===== src/hdl/mbee_pkg.sv =====
`default_nettype none

package mbee_pkg;

	localparam int WORDS_PER_ROW = 4;
	localparam int TILE_ROWS     = 256;

	localparam int COV_W       = 64;
	localparam int ROW_INDEX_W = 8;
	localparam int WORD_INDEX_W = 2;
	localparam int TOP_BIT     = COV_W - 1;

	localparam int WORD_W = (WORDS_PER_ROW > 1) ? $clog2(WORDS_PER_ROW) : 1;
	localparam int ROW_W  = $clog2(TILE_ROWS + 2);

	localparam int QUEUE_DEPTH = 4;
	localparam int QPTR_W      = $clog2(QUEUE_DEPTH);
	localparam int QCNT_W      = $clog2(QUEUE_DEPTH + 1);

	localparam int IN_TDATA_W  = ((COV_W + 2 + 7) / 8) * 8;
	localparam int OUT_BITS    = ROW_INDEX_W + WORD_INDEX_W + 4 * COV_W;
	localparam int OUT_TDATA_W = ((OUT_BITS + 7) / 8) * 8;
	localparam int OUT_PAD_W   = OUT_TDATA_W - OUT_BITS;

	typedef logic [WORD_W-1:0] word_pos_t;
	typedef logic [ROW_W-1:0]  row_pos_t;
	typedef logic [COV_W-1:0]  cov_t;

	localparam word_pos_t WORD_LAST      = WORD_W'(WORDS_PER_ROW - 1);
	localparam row_pos_t  ROW_LAST       = ROW_W'(TILE_ROWS + 1);
	localparam row_pos_t  ROW_FIRST_TILE = ROW_W'(2);

	typedef struct packed {
		logic [ROW_INDEX_W-1:0]  row_index;
		logic [WORD_INDEX_W-1:0] word_index;
		cov_t                    cur;
		cov_t                    upper;
		cov_t                    lower;
		logic                    side_left;
		logic                    side_right;
		logic                    last;
	} entry_t;

	typedef struct packed {
		logic [ROW_INDEX_W-1:0]  row_index;
		logic [WORD_INDEX_W-1:0] word_index;
		cov_t                    top_edges;
		cov_t                    bottom_edges;
		cov_t                    left_edges;
		cov_t                    right_edges;
		logic                    tile_done;
	} result_t;

	typedef struct packed {
		logic full;
		logic empty;
	} queue_status_t;

endpackage

`default_nettype wire


===== src/hdl/mbee_front.sv =====
`default_nettype none

module mbee_front (
	input  logic                   clk,
	input  logic                   arst_n,
	input  logic                   in_valid,
	output logic                   in_ready,
	input  logic [63:0]            coverage_word,
	input  logic                   left_pixel,
	input  logic                   right_pixel,
	input  logic                   tile_start,
	input  mbee_pkg::queue_status_t q_status,
	output logic                   push,
	output mbee_pkg::entry_t       push_entry
);
	import mbee_pkg::*;

	word_pos_t word_q, w_cur, word_nxt;
	row_pos_t  row_q, r_cur, row_nxt;
	cov_t      prev_row_q  [WORDS_PER_ROW];
	cov_t      upper_row_q [WORDS_PER_ROW];
	logic [1:0] side_q     [WORDS_PER_ROW];
	logic      accept;

	assign in_ready = !q_status.full;
	assign accept   = in_valid && in_ready;

	always_comb begin
		w_cur = tile_start ? '0 : word_q;
		r_cur = tile_start ? '0 : row_q;
		if (w_cur == WORD_LAST) begin
			word_nxt = '0;
			row_nxt  = (r_cur == ROW_LAST) ? '0 : r_cur + row_pos_t'(1);
		end else begin
			word_nxt = w_cur + word_pos_t'(1);
			row_nxt  = r_cur;
		end
	end

	always_comb begin
		push                  = accept && (r_cur >= ROW_FIRST_TILE);
		push_entry.row_index  = ROW_INDEX_W'(r_cur - ROW_FIRST_TILE);
		push_entry.word_index = WORD_INDEX_W'(w_cur);
		push_entry.cur        = prev_row_q[w_cur];
		push_entry.upper      = upper_row_q[w_cur];
		push_entry.lower      = coverage_word;
		push_entry.side_left  = side_q[w_cur][0];
		push_entry.side_right = side_q[w_cur][1];
		push_entry.last       = (r_cur == ROW_LAST) && (w_cur == WORD_LAST);
	end

	always_ff @(posedge clk or negedge arst_n) begin
		if (!arst_n) begin
			word_q <= '0;
			row_q  <= '0;
			for (int i = 0; i < WORDS_PER_ROW; i++) begin
				prev_row_q[i]  <= '0;
				upper_row_q[i] <= '0;
				side_q[i]      <= '0;
			end
		end else if (accept) begin
			word_q             <= word_nxt;
			row_q              <= row_nxt;
			upper_row_q[w_cur] <= prev_row_q[w_cur];
			prev_row_q[w_cur]  <= coverage_word;
			side_q[w_cur]      <= {right_pixel, left_pixel};
		end
	end

endmodule

`default_nettype wire


===== src/hdl/mbee_queue.sv =====
`default_nettype none

module mbee_queue (
	input  logic                    clk,
	input  logic                    arst_n,
	input  logic                    push,
	input  mbee_pkg::entry_t        push_entry,
	input  logic                    pop,
	output mbee_pkg::entry_t        head,
	output mbee_pkg::queue_status_t status
);
	import mbee_pkg::*;

	entry_t              mem_q [QUEUE_DEPTH];
	logic [QPTR_W-1:0]   wr_ptr_q, rd_ptr_q;
	logic [QCNT_W-1:0]   count_q;
	logic                do_push, do_pop;

	assign status.full  = (count_q == QCNT_W'(QUEUE_DEPTH));
	assign status.empty = (count_q == '0);
	assign do_push      = push && !status.full;
	assign do_pop       = pop && !status.empty;
	assign head         = mem_q[rd_ptr_q];

	always_ff @(posedge clk) begin
		if (do_push) begin
			mem_q[wr_ptr_q] <= push_entry;
		end
	end

	always_ff @(posedge clk or negedge arst_n) begin
		if (!arst_n) begin
			wr_ptr_q <= '0;
			rd_ptr_q <= '0;
			count_q  <= '0;
		end else begin
			if (do_push) begin
				wr_ptr_q <= wr_ptr_q + QPTR_W'(1);
			end
			if (do_pop) begin
				rd_ptr_q <= rd_ptr_q + QPTR_W'(1);
			end
			if (do_push && !do_pop) begin
				count_q <= count_q + QCNT_W'(1);
			end else if (do_pop && !do_push) begin
				count_q <= count_q - QCNT_W'(1);
			end
		end
	end

	a_no_push_when_full: assert property (@(posedge clk) disable iff (!arst_n)
		!(push && status.full))
		else $error("push into full queue");

	a_count_bound: assert property (@(posedge clk) disable iff (!arst_n)
		count_q <= QCNT_W'(QUEUE_DEPTH))
		else $error("queue count out of range");

	a_count_up: assert property (@(posedge clk) disable iff (!arst_n)
		(do_push && !do_pop) |=> (count_q == $past(count_q) + QCNT_W'(1)))
		else $error("queue count did not follow push");

	a_ptr_gap: assert property (@(posedge clk) disable iff (!arst_n)
		QPTR_W'(wr_ptr_q - rd_ptr_q) == QPTR_W'(count_q))
		else $error("queue pointers disagree with count");

endmodule

`default_nettype wire


===== src/hdl/mbee_back.sv =====
`default_nettype none

module mbee_back (
	input  logic              clk,
	input  logic              arst_n,
	input  logic              q_valid,
	input  mbee_pkg::entry_t  head,
	output logic              pop,
	output logic              out_valid,
	input  logic              out_ready,
	output mbee_pkg::result_t result
);
	import mbee_pkg::*;

	logic    valid_q;
	result_t result_q;
	result_t res_d;

	assign pop       = q_valid && (!valid_q || out_ready);
	assign out_valid = valid_q;
	assign result    = result_q;

	always_comb begin
		res_d.row_index    = head.row_index;
		res_d.word_index   = head.word_index;
		res_d.top_edges    = head.cur & ~head.upper;
		res_d.bottom_edges = head.cur & ~head.lower;
		res_d.left_edges   = head.cur & ~{head.cur[TOP_BIT-1:0], head.side_left};
		res_d.right_edges  = head.cur & ~{head.side_right, head.cur[TOP_BIT:1]};
		res_d.tile_done    = head.last;
	end

	always_ff @(posedge clk or negedge arst_n) begin
		if (!arst_n) begin
			valid_q <= 1'b0;
		end else if (pop) begin
			valid_q <= 1'b1;
		end else if (out_ready) begin
			valid_q <= 1'b0;
		end
	end

	always_ff @(posedge clk) begin
		if (pop) begin
			result_q <= res_d;
		end
	end

endmodule

`default_nettype wire


===== src/hdl/mask_boundary_edge_extract.sv =====
// Boundary extraction for one tile of a binary coverage mask. Each input transaction
// carries one 64-pixel coverage word plus the single pixels just left and right of it;
// a tile arrives as the seam row above, the tile rows, then the seam row below, each row
// four words. Two line buffers hold the earlier rows, so every tile word comes out one
// row after it went in, as four masks of covered pixels whose upper, lower, left or right
// neighbour is uncovered; the first two rows of the stream give no output. The block
// takes one transaction per clock while the queue is not full: the line buffers are read
// and written in the same cycle, and each result is registered first in a four-entry
// queue and then in an output register, so a stalled output holds up the input only
// once the queue is full.
`default_nettype none

module mask_boundary_edge_extract (
	input  logic                             clk,
	input  logic                             arst_n,
	input  logic                             s_axis_tvalid,
	output logic                             s_axis_tready,
	// coverage_word[63:0], left_pixel[64], right_pixel[65], zero fill
	input  logic [mbee_pkg::IN_TDATA_W-1:0]  s_axis_tdata,
	// tile_start
	input  logic                             s_axis_tuser,
	output logic                             m_axis_tvalid,
	input  logic                             m_axis_tready,
	// row_index[7:0], word_index[9:8], top_edges[73:10], bottom_edges[137:74],
	// left_edges[201:138], right_edges[265:202], zero fill
	output logic [mbee_pkg::OUT_TDATA_W-1:0] m_axis_tdata,
	// tile_done
	output logic                             m_axis_tlast
);
	import mbee_pkg::*;

	entry_t        push_entry, head;
	queue_status_t q_status;
	logic          push, pop;
	result_t       result;

	mbee_front u_front (
		.clk           (clk),
		.arst_n        (arst_n),
		.in_valid      (s_axis_tvalid),
		.in_ready      (s_axis_tready),
		.coverage_word (s_axis_tdata[COV_W-1:0]),
		.left_pixel    (s_axis_tdata[COV_W]),
		.right_pixel   (s_axis_tdata[COV_W+1]),
		.tile_start    (s_axis_tuser),
		.q_status      (q_status),
		.push          (push),
		.push_entry    (push_entry)
	);

	mbee_queue u_queue (
		.clk        (clk),
		.arst_n     (arst_n),
		.push       (push),
		.push_entry (push_entry),
		.pop        (pop),
		.head       (head),
		.status     (q_status)
	);

	mbee_back u_back (
		.clk       (clk),
		.arst_n    (arst_n),
		.q_valid   (!q_status.empty),
		.head      (head),
		.pop       (pop),
		.out_valid (m_axis_tvalid),
		.out_ready (m_axis_tready),
		.result    (result)
	);

	assign m_axis_tdata = {{OUT_PAD_W{1'b0}}, result.right_edges, result.left_edges,
		result.bottom_edges, result.top_edges, result.word_index, result.row_index};
	assign m_axis_tlast = result.tile_done;

endmodule

`default_nettype wire


===== config.mk =====
export PLATFORM = sky130hd
export DESIGN_NAME = mask_boundary_edge_extract
export DESIGN_NICKNAME = d
export VERILOG_FILES = /design/src/hdl/mbee_pkg.sv /design/src/hdl/mbee_front.sv /design/src/hdl/mbee_queue.sv /design/src/hdl/mbee_back.sv /design/src/hdl/mask_boundary_edge_extract.sv
export SDC_FILE = /design/constraint.sdc
export NUM_CORES = 2
export LEC_CHECK = 0
export BUFFER_PORTS_ARGS = -buffer_cell sky130_fd_sc_hd__buf_2
export CAP_MARGIN = 20
export CORE_ASPECT_RATIO = 1.75
export CORE_MARGIN = 3
export CORE_UTILIZATION = 40
export CTS_CLUSTER_SIZE = 40
export DETAILED_ROUTE_END_ITERATION = 16
export MAX_ROUTING_LAYER = met4
export SLEW_MARGIN = 20
export SYNTH_ARGS = -nofsm -noshare
export SYNTH_HDL_FRONTEND = slang
export SYNTH_HIERARCHICAL = 1
export SYNTH_SLANG_ARGS = --single-unit
export TNS_END_PERCENT = 5

===== constraint.sdc =====
create_clock -name clk -period 8.5 [get_ports clk]
set_clock_uncertainty 0.1 [all_clocks]
set_input_delay 1.275 -clock clk [delete_from_list [all_inputs] [get_ports clk]]
set_output_delay 1.275 -clock clk [all_outputs]
set_load 0.005 [all_outputs]

==> results.md <==
- The quantity of hold-fixing buffers added after cts is 0.
- The design draws 25.9 mW.
- The critical path endpoint is u_queue/mem_q[0][32].
- The cell taking the most area after synthesis is sky130_fd_sc_hd__edfxtp_1.
- Counting cells, the worst reg-to-reg path comes to 7.
- Sorting the synthesized cells by area gives the leading types as sky130_fd_sc_hd__edfxtp_1 (51%), sky130_fd_sc_hd__dfrtp_1 (21%), sky130_fd_sc_hd__mux4_2 (7.2%).
- Yosys printed 6 warnings.
- The total I/O pin count is 352.
- The worst pin sits at a relative slew slack of 0.324.
- The number of flip-flops and latches in the synthesized netlist is 1626.
- The die is 309 um wide.
- The distinct cell type count after synthesis is 52.
- STA classifies the critical path endpoint as a flop.
- The shortest period the worst path allows is 4.21 ns.
- The number of global-route vias before repair is 35300.
- The achievable clock frequency is 238 MHz.
- STA puts the critical path data required time at 8.81 ns.
- The worst path arrival time is 4.52 ns.
- Of the post-synthesis cell area, the dominant cell type holds 0.508.
- Setup repair after global routing left no endpoint under its margin.
- The detailed-router iteration count before antenna repair is 4.
- Synthesis produced 3918 cells.
- The post-cts sizing count is 0.
- The number of port buffers is 339.
- The tightest min-delay check is of the reg2reg type.
- The average via count per standard cell is 5.17.
- The congestion estimate from routability-driven global placement came to 0.721.
- The total number of H-tree levels is 4.
- Post-CTS timing repair inserted 0 buffers for setup.
- The proportion of synthesized flip-flops having asynchronous set or reset is 0.331.
- For this configuration, the core starts out at a cell density of 0.405.
- The net total in the final layout is 4270.
- In this run the vertical extent of the chip is 536 um.
- The half-perimeter wire length after detailed placement is 74500 um.
- The endpoint identified for the worst register-to-register timing path is u_queue/mem_q[0][32].
- The clock slew seen by the registers of the worst setup and hold paths is 0.06 ns.
- The number of buffers added by the clock tree synthesis step is 158.
- The count of final hold-check violations is 0.
- The number of antenna violations at the first check in global routing is 7.
- The core region is 159000 um^2.
- The worst setup path is of the reg2reg kind.
- The number of flops mapped to enable cells by yosys is 1087.
- For this block, the initial DRC count from the detailed router was 1871.
- The origin of the worst setup path is u_queue/count_q[2].
- The pin count of the biggest net entering global routing is 169.
- The clock insertion delay at the later pin of the skew report is 0.80 ns.
- Once detail routing completed, the nets flagged for antenna violations numbered 0.
- The most repeated cell in the gate-level netlist after synthesis is sky130_fd_sc_hd__edfxtp_1.
- The commonest cells after synthesis are sky130_fd_sc_hd__edfxtp_1 (1087), sky130_fd_sc_hd__dfrtp_1 (539), sky130_fd_sc_hd__nand2_1 (470).
- The top fanout value on the critical path is 90.
- The routed design has 133000 um of wire.
- The number of pins exceeding their max-slew limit in the final report is 0.
- The fraction of layout instances using a drive strength above 1 is 0.283.
- The final routed DRC violation total is 0.
- CTS saw 1626 sinks.
- For this run, the total global-route usage over all layers was measured as 0.167.
- The worst register-to-register path has a setup slack of 4.29 ns.
- The power density over the cells is 358 nW/um^2.
- After global routing the overflow that remains totals 0.
- A synthesized cell averages 16.4 um^2.
- The clock tree from TritonCTS is done.
- In the finished design, the share of the clock period the worst path needs comes to 0.495.
- Summed over all failing endpoints, the final setup total negative slack is 0 ns.
- The tree is rooted in a sky130_fd_sc_hd__clkbuf_16.
- The max-cap check violation count is 0.
- The mean routed wirelength per cell is 20.8 um.
- Once layout is complete, the utilization of the core stands at 0.457.
- Detailed routing inserted a total of 32900 vias.
- Of the synthesized area, sequential elements account for 0.718.
- From synthesis to final layout, the design area changed by 13.0%.
- The run finished with clean final reports.
- The number of cell rows is 193.
- For this run, the leading register cell type out of synthesis is sky130_fd_sc_hd__edfxtp_1.
- For the pin with the worst max-slew slack, the measured transition is 1.01 ns.
- Summed over all cells, the static leakage comes to 27.1 nW.
- The first global-routing pass estimated 208000 um of wire.
- The cell area that synthesis handed to floorplanning was 64200 um^2.
- STA classifies the critical path startpoint as a flop.
- Counting along the longest clock path gives a buffer depth of 4.
- The die covers 166000 um^2.
- The launch instance of the worst register-to-register path is u_queue/count_q[2].
- Setup violations remaining at the end of the flow were counted as 0.
- Across the VDD grid, the largest voltage drop is 0.000248 V.
[stage by stage]
step,cells,area [um^2],hold slack (ns),setup WS (ns)
after floorplan,3923,64200,0.342,1.11
after global placement,6070,67600,0.353,3.52
after detailed placement,6070,67600,0.362,3.51
after CTS,6352,72500,0.376,4.22
after global routing,6357,72500,0.391,4.04
final,6360,72500,0.370,4.29
[flip-flops by register name (all words and copies together) (netlist names), 2 cells and up]
register             flops
u_back/result          267
u_front/prev_row_q     256
u_front/row_q            9
u_front/side_q           8
u_front/upper_row_q    256
u_front/word_q           2
u_queue/count_q          3
u_queue/mem_q          820
u_queue/rd_ptr_q         2
u_queue/wr_ptr_q         2
[cells in the final DEF (no fill, tap or decap), drive strengths merged, types with 7 or more instances in the layout]
| master | Yosys | routed |
|---|---|---|
| nand2b | 10 | 10 |
| ha | 9 | 9 |
| clkinv | 0 | 43 |
| bufinv | 0 | 7 |
| inv | 75 | 82 |
| diode | 0 | 8 |
| o21ai | 327 | 327 |
| a211oi | 66 | 66 |
| edfxtp | 1087 | 1087 |
| a31oi | 66 | 66 |
| xnor2 | 7 | 7 |
| mux2i | 64 | 64 |
| buf | 186 | 381 |
| nor2b | 326 | 326 |
| dfrtp | 539 | 539 |
| clkbuf | 95 | 223 |
| nand2 | 470 | 470 |
| nand3 | 10 | 10 |
| mux2 | 330 | 330 |
| mux4 | 205 | 205 |
[where the power goes]
| part | leakage, nW | internal (mW) | switching (mW) |
|---|---|---|---|
| Combinational | 7.86 | 3.12 | 3.94 |
| Clock | 2.43 | 3.85 | 2.91 |
| Sequential | 16.8 | 11.2 | 0.893 |
| Total | 27.1 | 18.2 | 7.75 |
[how the worst min path moves through the flow]
stage / from / end / slack [ns] / cells past startpoint
2_1_floorplan: u_front/upper_row_q[107] / u_front/upper_row_q[107] / 0.34 / 2
3_3_place_gp: u_front/upper_row_q[118] / u_front/upper_row_q[118] / 0.35 / 2
3_5_place_dp: u_front/upper_row_q[78] / u_front/upper_row_q[78] / 0.36 / 2
4_1_cts: u_front/upper_row_q[110] / u_front/upper_row_q[110] / 0.38 / 2
5_1_grt: u_front/upper_row_q[40] / u_front/upper_row_q[40] / 0.39 / 2
6_report: u_front/upper_row_q[96] / u_front/upper_row_q[96] / 0.37 / 2
[layout make-up]
type / count / area [um^2]
Timing Repair Buffer: 381 / 2250
Tap cell: 2047 / 2560
Antenna cell: 8 / 20.0
Fill cell: 13800 / 86100
Sequential cell: 1626 / 46100
Multi-Input combinational cell: 1941 / 16300
Inverter: 75 / 297
Clock inverter: 59 / 539
Clock buffer: 223 / 4420
[layer usage]
metal	wire, um	up-vias	global-route usage
met5	0	-	-
met3	4530	205	0.0240
met1	54300	17200	0.198
met2	70800	534	0.299
met4	2940	0	0.0428
li1	-	15000	-
[worst max-delay path, stage by stage (launching register included)]
cell and delay, ns:
sky130_fd_sc_hd__dfrtp_1 0.40, sky130_fd_sc_hd__nor3b_1 0.21, sky130_fd_sc_hd__nand2b_1 0.46, sky130_fd_sc_hd__nor2_1 0.27
sky130_fd_sc_hd__o31a_1 0.16, sky130_fd_sc_hd__nor2b_1 0.59, sky130_fd_sc_hd__and2_4 0.93, sky130_fd_sc_hd__buf_12 0.54
[cells by family after synthesis]
| logic type | after synthesis | synth area share |
|---|---|---|
| buffers and inverters | 356 | 0.0286 |
| XOR/XNOR | 10 | 0.00136 |
| flip-flops | 1626 | 0.718 |
| AND/OR/NAND/NOR | 844 | 0.0641 |
| AO/OA/AOI/OAI | 472 | 0.0453 |
| multiplexers | 599 | 0.140 |
| adder cells (fa/ha/maj) | 10 | 0.00207 |
| other | 1 | 0.0000584 |
(Power assumes the default switching activity.)
